File: src/design/orhr_pkg.sv
`timescale 1ns / 1ps
// ----------------------------------------------------------------------------
// orhr_pkg
// Shared types and constants of the onion relay header rewrite block.
// ----------------------------------------------------------------------------
package orhr_pkg;

  // default number of hop slots in a relay header
  localparam int HOP_SLOTS_DEF = 5;

  // header layout
  localparam int HDR_FIXED_BYTES = 87;
  localparam int SLOT_BYTES      = 16;
  localparam int SLOT_W          = 3;

  // word indices inside the stored header
  localparam int WORD_MAC0  = 0;
  localparam int WORD_MAC1  = 1;
  localparam int WORD_NH    = 2;
  localparam int WORD_DST0  = 4;
  localparam int WORD_DST1  = 5;
  localparam int WORD_DST2  = 6;
  localparam int WORD_MAGIC = 9;
  localparam int WORD_HOP   = 10;
  localparam int SRC_WORD0  = HDR_FIXED_BYTES / 8;

  // number of steps of the slot fetch (three reads, one trailing capture)
  localparam int FETCH_STEPS = 4;

  // protocol constants
  localparam logic [15:0] ETHERTYPE_IPV6 = 16'h86DD;
  localparam logic [7:0]  NEXT_HDR_TCP   = 8'd6;

  // configuration registers
  localparam int          PADDR_W     = 3;
  localparam logic [31:0] MAGIC_RESET = 32'h3136_5856;
  localparam logic [7:0]  KIND_RESET  = 8'd5;
  localparam logic        REG_MAGIC   = 1'b0;
  localparam logic        REG_KIND    = 1'b1;

  typedef logic [63:0] word_t;

  // write-back steps of the rewrite
  typedef enum logic [2:0] {
    WS_MAC0 = 3'd0,
    WS_MAC1 = 3'd1,
    WS_DST0 = 3'd2,
    WS_DST1 = 3'd3,
    WS_DST2 = 3'd4,
    WS_HOP  = 3'd5
  } wr_step_t;

  // header fields captured while the header streams in
  typedef struct packed {
    word_t        mac0;
    word_t        mac1;
    logic [7:0]   next_hdr;
    logic [31:0]  magic;
    logic [7:0]   kind;
    logic [47:0]  dst_hi;
    logic [15:0]  dst_lo;
    word_t        hop_word;
  } hdr_fields_t;

  // verdict of the header check
  typedef struct packed {
    logic              verdict;
    logic [SLOT_W-1:0] slot;
  } judge_t;

  // zero or above eight counts as eight
  function automatic logic [3:0] norm_bytes(input logic [3:0] nb);
    norm_bytes = (nb == 4'd0 || nb > 4'd8) ? 4'd8 : nb;
  endfunction

endpackage

File: src/design/orhr_stream_if.sv
`timescale 1ns / 1ps
// ----------------------------------------------------------------------------
// orhr_in_if / orhr_out_if
// Valid/ready word channels of the header rewrite block.
// ----------------------------------------------------------------------------
interface orhr_in_if import orhr_pkg::*; ();
  logic       valid;
  logic       ready;
  word_t      in_word;
  logic [3:0] in_bytes;
  logic       in_last;

  modport source (output valid, output in_word, output in_bytes, output in_last,
                  input ready);
  modport sink   (input valid, input in_word, input in_bytes, input in_last,
                  output ready);
endinterface

interface orhr_out_if import orhr_pkg::*; ();
  logic       valid;
  logic       ready;
  word_t      out_word;
  logic [3:0] out_bytes;
  logic       out_last;
  logic       transmit;

  modport source (output valid, output out_word, output out_bytes, output out_last,
                  output transmit, input ready);
  modport sink   (input valid, input out_word, input out_bytes, input out_last,
                  input transmit, output ready);
endinterface

File: src/design/orhr_judge.sv
`timescale 1ns / 1ps
// ----------------------------------------------------------------------------
// orhr_judge
// Relay header check and merge unit that builds each rewritten header word.
// ----------------------------------------------------------------------------
module orhr_judge import orhr_pkg::*; #(
  parameter int HOP_SLOTS = HOP_SLOTS_DEF
) (
  input  hdr_fields_t  hdr,
  input  logic         full,
  input  logic [31:0]  magic_cfg,
  input  logic [7:0]   kind_cfg,
  input  logic [127:0] src,
  input  wr_step_t     step,
  output judge_t       st,
  output word_t        wr_data
);

  logic [31:0] hop;
  logic [31:0] hop_inc;

  // little-endian hop count at bytes 83..86
  assign hop     = {hdr.hop_word[15:8], hdr.hop_word[23:16],
                    hdr.hop_word[31:24], hdr.hop_word[39:32]};
  assign hop_inc = hop + 32'd1;

  // relay packet check
  assign st.verdict = full &&
                      (hdr.mac1[31:16] == ETHERTYPE_IPV6) &&
                      (hdr.next_hdr == NEXT_HDR_TCP) &&
                      (hdr.magic == magic_cfg) &&
                      (hdr.kind == kind_cfg) &&
                      (hop < 32'(HOP_SLOTS - 1));
  assign st.slot = hop[SLOT_W-1:0] + SLOT_W'(1);

  // merge of captured words and fetched slot bytes
  always_comb begin
    unique case (step)
      WS_MAC0: wr_data = {hdr.mac0[15:0], hdr.mac1[63:32], hdr.mac0[63:48]};
      WS_MAC1: wr_data = {hdr.mac0[47:16], hdr.mac1[31:0]};
      WS_DST0: wr_data = {hdr.dst_hi, src[127:112]};
      WS_DST1: wr_data = src[111:48];
      WS_DST2: wr_data = {src[47:0], hdr.dst_lo};
      WS_HOP:  wr_data = {hdr.hop_word[63:40], hop_inc[7:0], hop_inc[15:8],
                          hop_inc[23:16], hop_inc[31:24], hdr.hop_word[7:0]};
      default: wr_data = hdr.mac0;
    endcase
  end

endmodule

File: src/design/onion_relay_header_rewrite.sv
`timescale 1ns / 1ps
// ----------------------------------------------------------------------------
// onion_relay_header_rewrite
// Buffers the relay header of each frame, checks it and rewrites it in place.
// ----------------------------------------------------------------------------
//  channel   dir  handshake           payload
//  in_ch     in   valid / ready       in_word, in_bytes, in_last
//  out_ch    out  valid / ready       out_word, out_bytes, out_last, transmit
//  cfg       in   psel/penable/pready paddr, pwdata, prdata (protocol_magic, relay_kind)
//
//  header words are taken one a cycle into the header memory; the collected
//  header then goes through the check state, and on a relay frame through the
//  slot fetch and six word write-backs on the single write port of the header memory.
//  each burst word passes the registered memory read, then the output
//  register; words after the header pass at one per cycle while the output is free.
//  rst_n is synchronous; the header memory is not cleared.
//  a stalled output holds the burst and blocks input until the frame tail.
// ----------------------------------------------------------------------------
module onion_relay_header_rewrite import orhr_pkg::*; #(
  parameter int HOP_SLOTS = HOP_SLOTS_DEF
) (
  input  logic               clk,
  input  logic               rst_n,
  orhr_in_if.sink            in_ch,
  orhr_out_if.source         out_ch,
  input  logic               psel,
  input  logic               penable,
  input  logic               pwrite,
  input  logic [PADDR_W-1:0] paddr,
  input  logic [31:0]        pwdata,
  output logic [31:0]        prdata,
  output logic               pready
);

  localparam int HDR_BYTES = HDR_FIXED_BYTES + SLOT_BYTES * HOP_SLOTS;
  localparam int HDR_WORDS = (HDR_BYTES + 7) / 8;
  localparam int AW        = $clog2(HDR_WORDS);
  localparam int LAST_MIN  = HDR_BYTES - 8 * (HDR_WORDS - 1);
  localparam logic [AW-1:0] LAST_IDX = AW'(HDR_WORDS - 1);

  typedef enum logic [5:0] {
    S_COLLECT = 6'b000001,
    S_JUDGE   = 6'b000010,
    S_FETCH   = 6'b000100,
    S_WRITE   = 6'b001000,
    S_DRAIN   = 6'b010000,
    S_PASS    = 6'b100000
  } state_t;

  // control state
  state_t        state_r, state_nxt;
  logic [AW-1:0] pos_r, pos_nxt;
  logic [AW-1:0] last_idx_r, last_idx_nxt;
  logic [AW-1:0] k_r, k_nxt;
  logic [AW-1:0] base_r, base_nxt;
  logic [2:0]    step_r, step_nxt;
  logic          rd_pend_r, rd_pend_nxt;
  logic          verdict_r, verdict_nxt;
  logic          full_r, full_nxt;
  logic          last_r, last_nxt;
  logic [3:0]    tail_r, tail_nxt;
  logic          out_valid_r, out_valid_nxt;
  logic [31:0]   magic_r;
  logic [7:0]    kind_r;

  // payload state
  hdr_fields_t   hdr_r, hdr_nxt;
  logic [127:0]  src_r, src_nxt;
  word_t         out_word_r, out_word_nxt;
  logic [3:0]    out_bytes_r, out_bytes_nxt;
  logic          out_last_r, out_last_nxt;
  logic          out_tx_r, out_tx_nxt;

  // header memory
  word_t         hdr_mem [HDR_WORDS];
  word_t         rd_data_r;
  logic          mem_we, mem_re;
  logic [AW-1:0] mem_waddr, mem_raddr;
  word_t         mem_wdata;

  logic          acc_in, out_free;
  logic [3:0]    nb;
  judge_t        judge_st;
  word_t         merge_word;
  wr_step_t      wstep;

  assign acc_in   = in_ch.valid && in_ch.ready;
  assign out_free = !out_valid_r || out_ch.ready;
  assign nb       = norm_bytes(in_ch.in_bytes);
  assign wstep    = wr_step_t'(step_r);

  assign in_ch.ready = (state_r == S_COLLECT) || ((state_r == S_PASS) && out_free);

  assign out_ch.valid     = out_valid_r;
  assign out_ch.out_word  = out_word_r;
  assign out_ch.out_bytes = out_bytes_r;
  assign out_ch.out_last  = out_last_r;
  assign out_ch.transmit  = out_tx_r;

  // check and merge unit
  orhr_judge #(
    .HOP_SLOTS (HOP_SLOTS)
  ) u_judge (
    .hdr       (hdr_r),
    .full      (full_r),
    .magic_cfg (magic_r),
    .kind_cfg  (kind_r),
    .src       (src_r),
    .step      (wstep),
    .st        (judge_st),
    .wr_data   (merge_word)
  );

  // configuration registers
  assign pready = 1'b1;
  always_comb begin
    unique case (paddr[2])
      REG_MAGIC: prdata = magic_r;
      REG_KIND:  prdata = {24'd0, kind_r};
      default:   prdata = 32'd0;
    endcase
  end

  always_ff @(posedge clk) begin
    if (!rst_n) begin
      magic_r <= MAGIC_RESET;
      kind_r  <= KIND_RESET;
    end else if (psel && penable && pwrite && pready) begin
      if (paddr[2] == REG_MAGIC) magic_r <= pwdata;
      else                       kind_r  <= pwdata[7:0];
    end
  end

  // sequencer
  always_comb begin
    state_nxt     = state_r;
    pos_nxt       = pos_r;
    last_idx_nxt  = last_idx_r;
    k_nxt         = k_r;
    base_nxt      = base_r;
    step_nxt      = step_r;
    rd_pend_nxt   = rd_pend_r;
    verdict_nxt   = verdict_r;
    full_nxt      = full_r;
    last_nxt      = last_r;
    tail_nxt      = tail_r;
    hdr_nxt       = hdr_r;
    src_nxt       = src_r;
    out_valid_nxt = out_valid_r && !out_ch.ready;
    out_word_nxt  = out_word_r;
    out_bytes_nxt = out_bytes_r;
    out_last_nxt  = out_last_r;
    out_tx_nxt    = out_tx_r;
    mem_we        = 1'b0;
    mem_re        = 1'b0;
    mem_waddr     = pos_r;
    mem_wdata     = in_ch.in_word;
    mem_raddr     = k_r;

    unique case (state_r)
      // store header words, keep the fields the check needs
      S_COLLECT: begin
        if (acc_in) begin
          mem_we  = 1'b1;
          pos_nxt = pos_r + AW'(1);
          if (pos_r == AW'(WORD_MAC0))  hdr_nxt.mac0     = in_ch.in_word;
          if (pos_r == AW'(WORD_MAC1))  hdr_nxt.mac1     = in_ch.in_word;
          if (pos_r == AW'(WORD_NH))    hdr_nxt.next_hdr = in_ch.in_word[31:24];
          if (pos_r == AW'(WORD_DST0))  hdr_nxt.dst_hi   = in_ch.in_word[63:16];
          if (pos_r == AW'(WORD_DST2))  hdr_nxt.dst_lo   = in_ch.in_word[15:0];
          if (pos_r == AW'(WORD_MAGIC)) begin
            hdr_nxt.magic = in_ch.in_word[47:16];
            hdr_nxt.kind  = in_ch.in_word[15:8];
          end
          if (pos_r == AW'(WORD_HOP))   hdr_nxt.hop_word = in_ch.in_word;
          if (in_ch.in_last || pos_r == LAST_IDX) begin
            last_idx_nxt = pos_r;
            tail_nxt     = nb;
            last_nxt     = in_ch.in_last;
            full_nxt     = (pos_r == LAST_IDX) &&
                           (!in_ch.in_last || nb >= 4'(LAST_MIN));
            pos_nxt      = '0;
            state_nxt    = S_JUDGE;
          end
        end
      end
      // check the collected header
      S_JUDGE: begin
        verdict_nxt = judge_st.verdict;
        base_nxt    = AW'(SRC_WORD0) + AW'({judge_st.slot, 1'b0});
        step_nxt    = '0;
        k_nxt       = '0;
        rd_pend_nxt = 1'b0;
        state_nxt   = judge_st.verdict ? S_FETCH : S_DRAIN;
      end
      // read the three words that hold the chosen slot
      S_FETCH: begin
        if (step_r < 3'd3) begin
          mem_re    = 1'b1;
          mem_raddr = base_r + AW'(step_r);
        end
        unique case (step_r)
          3'd1:    src_nxt[127:120] = rd_data_r[7:0];
          3'd2:    src_nxt[119:56]  = rd_data_r;
          3'd3:    src_nxt[55:0]    = rd_data_r[63:8];
          default: ;
        endcase
        step_nxt = step_r + 3'd1;
        if (step_r == 3'(FETCH_STEPS - 1)) begin
          step_nxt  = '0;
          state_nxt = S_WRITE;
        end
      end
      // write the rewritten words back, one a cycle
      S_WRITE: begin
        mem_we    = 1'b1;
        mem_wdata = merge_word;
        unique case (wstep)
          WS_MAC0: mem_waddr = AW'(WORD_MAC0);
          WS_MAC1: mem_waddr = AW'(WORD_MAC1);
          WS_DST0: mem_waddr = AW'(WORD_DST0);
          WS_DST1: mem_waddr = AW'(WORD_DST1);
          WS_DST2: mem_waddr = AW'(WORD_DST2);
          WS_HOP:  mem_waddr = AW'(WORD_HOP);
          default: mem_we    = 1'b0;
        endcase
        step_nxt = step_r + 3'd1;
        if (wstep == WS_HOP) begin
          step_nxt  = '0;
          state_nxt = S_DRAIN;
        end
      end
      // emit the stored burst
      S_DRAIN: begin
        if (!rd_pend_r) begin
          mem_re      = 1'b1;
          mem_raddr   = k_r;
          rd_pend_nxt = 1'b1;
        end else if (out_free) begin
          out_valid_nxt = 1'b1;
          out_word_nxt  = rd_data_r;
          out_bytes_nxt = (k_r == last_idx_r) ? tail_r : 4'd8;
          out_last_nxt  = (k_r == last_idx_r) && last_r;
          out_tx_nxt    = verdict_r;
          rd_pend_nxt   = 1'b0;
          k_nxt         = k_r + AW'(1);
          if (k_r == last_idx_r) begin
            k_nxt = '0;
            if (last_r) begin
              verdict_nxt = 1'b0;
              state_nxt   = S_COLLECT;
            end else begin
              state_nxt = S_PASS;
            end
          end
        end
      end
      // rest of the frame, one for one
      S_PASS: begin
        if (acc_in) begin
          out_valid_nxt = 1'b1;
          out_word_nxt  = in_ch.in_word;
          out_bytes_nxt = nb;
          out_last_nxt  = in_ch.in_last;
          out_tx_nxt    = verdict_r;
          if (in_ch.in_last) begin
            verdict_nxt = 1'b0;
            state_nxt   = S_COLLECT;
          end
        end
      end
      default: state_nxt = S_COLLECT;
    endcase
  end

  // control registers
  always_ff @(posedge clk) begin
    if (!rst_n) begin
      state_r     <= S_COLLECT;
      pos_r       <= '0;
      last_idx_r  <= '0;
      k_r         <= '0;
      base_r      <= '0;
      step_r      <= '0;
      rd_pend_r   <= 1'b0;
      verdict_r   <= 1'b0;
      full_r      <= 1'b0;
      last_r      <= 1'b0;
      tail_r      <= '0;
      out_valid_r <= 1'b0;
    end else begin
      state_r     <= state_nxt;
      pos_r       <= pos_nxt;
      last_idx_r  <= last_idx_nxt;
      k_r         <= k_nxt;
      base_r      <= base_nxt;
      step_r      <= step_nxt;
      rd_pend_r   <= rd_pend_nxt;
      verdict_r   <= verdict_nxt;
      full_r      <= full_nxt;
      last_r      <= last_nxt;
      tail_r      <= tail_nxt;
      out_valid_r <= out_valid_nxt;
    end
  end

  // payload registers
  always_ff @(posedge clk) begin
    hdr_r       <= hdr_nxt;
    src_r       <= src_nxt;
    out_word_r  <= out_word_nxt;
    out_bytes_r <= out_bytes_nxt;
    out_last_r  <= out_last_nxt;
    out_tx_r    <= out_tx_nxt;
  end

  // header memory, registered read
  always_ff @(posedge clk) begin
    if (mem_we) hdr_mem[mem_waddr] <= mem_wdata;
    if (mem_re) rd_data_r <= hdr_mem[mem_raddr];
  end

  // checks
  a_pos_bound: assert property (@(posedge clk) disable iff (!rst_n)
    (state_r == S_COLLECT) |-> (pos_r <= LAST_IDX))
    else $error("header write position beyond header store");

  a_rewrite_full: assert property (@(posedge clk) disable iff (!rst_n)
    (state_r == S_FETCH || state_r == S_WRITE) |-> (full_r && verdict_r))
    else $error("rewrite started on a short or rejected header");

  a_drain_bound: assert property (@(posedge clk) disable iff (!rst_n)
    (state_r == S_DRAIN) |-> (k_r <= last_idx_r))
    else $error("burst index beyond last stored word");

  a_in_blocked: assert property (@(posedge clk) disable iff (!rst_n)
    (state_r == S_JUDGE) |=> !acc_in)
    else $error("transaction taken while header is being processed");

endmodule

File: src/flat_wrapper.sv
// flat-port wrapper written by rule: the top's interface ports become plain ports
module onion_relay_header_rewrite_flat import orhr_pkg::*;
#(
  parameter int HOP_SLOTS = HOP_SLOTS_DEF
)
  (clk, rst_n, psel, penable, pwrite, paddr, pwdata, prdata, pready, in_ch_valid, in_ch_in_word, in_ch_in_bytes, in_ch_in_last, in_ch_ready, out_ch_valid, out_ch_out_word, out_ch_out_bytes, out_ch_out_last, out_ch_transmit, out_ch_ready);
  orhr_in_if in_ch_i ();
  orhr_out_if out_ch_i ();
  input  logic clk;
  input  logic rst_n;
  input  logic psel;
  input  logic penable;
  input  logic pwrite;
  input  logic [PADDR_W-1:0] paddr;
  input  logic [31:0] pwdata;
  output logic [31:0] prdata;
  output logic pready;
  input wire logic [$bits(in_ch_i.valid)-1:0] in_ch_valid;
  input wire logic [$bits(in_ch_i.in_word)-1:0] in_ch_in_word;
  input wire logic [$bits(in_ch_i.in_bytes)-1:0] in_ch_in_bytes;
  input wire logic [$bits(in_ch_i.in_last)-1:0] in_ch_in_last;
  output wire logic [$bits(in_ch_i.ready)-1:0] in_ch_ready;
  output wire logic [$bits(out_ch_i.valid)-1:0] out_ch_valid;
  output wire logic [$bits(out_ch_i.out_word)-1:0] out_ch_out_word;
  output wire logic [$bits(out_ch_i.out_bytes)-1:0] out_ch_out_bytes;
  output wire logic [$bits(out_ch_i.out_last)-1:0] out_ch_out_last;
  output wire logic [$bits(out_ch_i.transmit)-1:0] out_ch_transmit;
  input wire logic [$bits(out_ch_i.ready)-1:0] out_ch_ready;
  assign in_ch_i.valid = in_ch_valid;
  assign in_ch_i.in_word = in_ch_in_word;
  assign in_ch_i.in_bytes = in_ch_in_bytes;
  assign in_ch_i.in_last = in_ch_in_last;
  assign in_ch_ready = in_ch_i.ready;
  assign out_ch_valid = out_ch_i.valid;
  assign out_ch_out_word = out_ch_i.out_word;
  assign out_ch_out_bytes = out_ch_i.out_bytes;
  assign out_ch_out_last = out_ch_i.out_last;
  assign out_ch_transmit = out_ch_i.transmit;
  assign out_ch_i.ready = out_ch_ready;
  onion_relay_header_rewrite #(.HOP_SLOTS(HOP_SLOTS)) u_core (.clk(clk), .rst_n(rst_n), .in_ch(in_ch_i), .out_ch(out_ch_i), .psel(psel), .penable(penable), .pwrite(pwrite), .paddr(paddr), .pwdata(pwdata), .prdata(prdata), .pready(pready));
endmodule
File: config.mk
export PLATFORM = sky130hd
export DESIGN_NAME = onion_relay_header_rewrite_flat
export DESIGN_NICKNAME = d
export VERILOG_FILES = /design/src/design/orhr_pkg.sv /design/src/design/orhr_stream_if.sv /design/src/design/orhr_judge.sv /design/src/design/onion_relay_header_rewrite.sv /design/src/flat_wrapper.sv
export SDC_FILE = /design/constraint.sdc
export NUM_CORES = 2
export LEC_CHECK = 0
export BUFFER_PORTS_ARGS = -buffer_cell sky130_fd_sc_hd__buf_2
export CAP_MARGIN = 30
export CELL_PAD_IN_SITES_DETAIL_PLACEMENT = 0
export CELL_PAD_IN_SITES_GLOBAL_PLACEMENT = 1
export CORE_ASPECT_RATIO = 0.5
export CORE_UTILIZATION = 52
export DETAILED_ROUTE_END_ITERATION = 10
export PLACE_DENSITY = 0.82
export SLEW_MARGIN = 40
export SYNTH_ARGS = -nofsm -noshare
export SYNTH_HDL_FRONTEND = slang
export SYNTH_SLANG_ARGS = --single-unit
File: constraint.sdc
create_clock -name clk -period 12.2 [get_ports clk]
set_clock_uncertainty 0.05 [all_clocks]
set_input_delay 2.44 -clock clk [delete_from_list [all_inputs] [get_ports clk]]
set_output_delay 2.44 -clock clk [all_outputs]
set_load 0.02 [all_outputs]
==> out/metrics.cfg <==
[status]
status=completed

[clock_network]
reg_clk_slew_reported_paths_ns=0.06
cts_buf_count=172
clock_latency_of_the_later_clocked_register_in_the_worst_skew_pair_ns=0.80
post_cts.repair.setup_buffers=0
cts_buffer_depth=3
cts_tree=built
cts.sinks=1987
clock_tree.root_cell=sky130_fd_sc_hd__clkbuf_16
cts_hold_buf=0
post_cts.resized_instances=0
cts_htree_levels=4

[floorplan]
y_dimension_of_the_die_um=278
io_pins=216
die_w_um=554
row_count=100
die_area_mm2=0.154
floorplan.initialDensity_pct=52.8
design.core.area_mm2=0.150

[sta]
min_period_over_period_pct=49.8
fin_hold_ws_ns=0.375
max-slew-margin-rel_pct=35.8
rsz_0062_raised_after_global_routing=no
slew_violations=0
slew_of_the_pin_with_the_lowest_slew_margin_ns=0.957
period_minus_slack_ns=6.08
max_clock_freq_mhz=164
report.final.hold_viol_count=0
setup_violations=0
setup_tns_ns=0

[logic_synthesis]
ys_async_sr_fraction_pct=0
post_synth_instance_area_mm2=0.0791
synthDistinctLibCells=76
synth.avg_cell_area_um2=14.4
syn-instance-count=5499
synth_fp_nets=5626
ys_warnings=0
ys_seq_elements=1987
synth_ff_type=sky130_fd_sc_hd__edfxtp_1
synth_enable_flop_cells=1910
synth-seq-area-share_pct=74.5

[setup_path]
cp-startpoint=paddr[2]
timing.setup.critical_path_class=primary input to primary output
crit_arrival_ns=3.59
setup.worst_path.end_class=primary output
rr_endpoint=u_core.rd_data_r[44]$_DFFE_PP_
cp_data_required_time_ns=9.71
crit_path_max_fanout=37
critical_path.startpoint_type=primary input
worst_r2r_startpoint=u_core.step_r[2]$_SDFFE_PN0P_
worstRegToRegCells=10
timing.reg2reg.setup_slack_ns=6.67

[detailed_routing]
route.detailed.drc=0
wl_per_cell_um=31.3
viasPerCell=6.70
dr_total_vias=52100
drt_iter0_markers=9422
drt_pre_antenna_iters=8
drtAntennaViolNets=0
drt_wl_total_mm=243

[worst_hold_path]
min-delay-path-class=flip-flop to flip-flop
timing.hold.worst_path_depth=0
worst_hold_startpoint=u_core.verdict_r$_SDFFE_PN0P_
holdPathEnd=u_core.out_ch.transmit$_DFFE_PP_

[placed_design]
place.detailed.instances=7469
placement.io_buffers=212
post_detail_place_hpwl_mm=139
place_congestion=0.903

[run]
cap_violations=0

[global_route]
largest_net_degree_at_the_start_of_global_routing=163
grt_antenna_before_repair=13
groute.usage.overall_pct=31.0
grt_pass1_wl_mm=342
global_route.overflow_total=0
grt_pass1_vias=49000

[pwr]
cellLeakagePower_nw=30.0
vdd_ir_drop_max_mv=0.158
powerDensity_mw_per_mm2=166
total_power_mw=14.6

[final_layout]
area.growth.synth_to_final_pct=11.7
final_nets=5783
final_layout_size_suffix_gt1_share_pct=13.9
finish.cell_count_without_fillers=7778
mostFrequentLayoutCell=sky130_fd_sc_hd__edfxtp_1
final_cell_mix=1,910 x sky130_fd_sc_hd__edfxtp_1, 1,049 x sky130_fd_sc_hd__nand2_1, 338 x sky130_fd_sc_hd__a211oi_1

-- sequential cells by signal (all words and copies together), names as in the netlist, 5 cells and up --
name	cells
u_core.magic_r	32
u_core.rd_data_r	64
u_core.src_r	128
u_core.out_ch.out_word	64
u_core.hdr_r	304
u_core.pos_r	5
u_core.state_r	6
u_core.k_r	5
u_core.kind_r	8
u_core.hdr_mem	1344
u_core.last_idx_r	5
-- logic make-up after synthesis --
| logic type | synth area share (%) |
|---|---|
| multiplexers | 2.04 |
| adder cells (fa/ha/maj) | 0.263 |
| buffers and inverters | 2.30 |
| AO/OA/AOI/OAI | 10.5 |
| XOR/XNOR | 0.930 |
| other | 0.00474 |
| flip-flops | 74.5 |
| AND/OR/NAND/NOR | 9.50 |
-- worst max-delay path, cell delays in order --
cell and delay, ns:
sky130_fd_sc_hd__buf_2 0.54, sky130_fd_sc_hd__mux2_2 0.43, sky130_fd_sc_hd__buf_2 0.16
-- synth_stat cells, drive strengths merged (93+ instances only) --
cell type     n  share of area, %
mux2i        99               1.3
o21ai       133              0.84
and3        229               1.8
clkbuf      251               1.2
o22ai        95              0.75
a31oi       156               1.2
a211oi      388               4.0
nand3       144              0.91
edfxtp     1910                73
a21oi       139              0.88
nand2      1053               5.0
nor2         93              0.44
buf         143               1.0
-- stage by stage --
stage               instance area, um2  setup WS (ns)  utilization, %
CTS                              88200           6.11            58.8
floorplan                        79100           1.86               -
detailed placement               82900           6.10            55.3
global route                     88300           6.06            58.9
global placement                 82500           6.15            55.0
finish                           88300           6.12            58.9
-- power by group --
part           internal [mW]  total [mW]  switching [mW]
sequential              7.79        7.93           0.141
clock                   2.92        5.33            2.41
combinational          0.410        1.38           0.971
total                   11.1        14.6            3.52
-- worst max-delay path by stage --
stage / end / cells past startpoint
6_report: prdata[7] / 3
3_3_place_gp: prdata[7] / 3
4_1_cts: prdata[7] / 3
5_1_grt: prdata[7] / 3
3_5_place_dp: prdata[7] / 3
2_1_floorplan: u_core.hdr_mem[20][0]$_DFFE_PP_ / 5
-- routing by layer --
metal | global-route usage, % | vias up | wire (um)
met5 | 0 | - | 44
met4 | 12.1 | 6 | 9770
met3 | 9.65 | 578 | 37800
met2 | 45.3 | 4044 | 105000
met1 | 43.6 | 25900 | 90200
li1 | - | 21600 | -
-- area by class of cell --
| type | instances | area, um2 |
|---|---|---|
| clock inverter | 90 | 742 |
| clock buffer | 211 | 4600 |
| antenna | 6 | 15.0 |
| tap | 1989 | 2490 |
| sequential | 1987 | 58900 |
| multi-input combinational | 3096 | 18900 |
| timing repair buffer | 377 | 2580 |
| inverter | 22 | 85.1 |
| fill | 11200 | 61600 |
No activity file was read; power rests on OpenSTA's default activity.
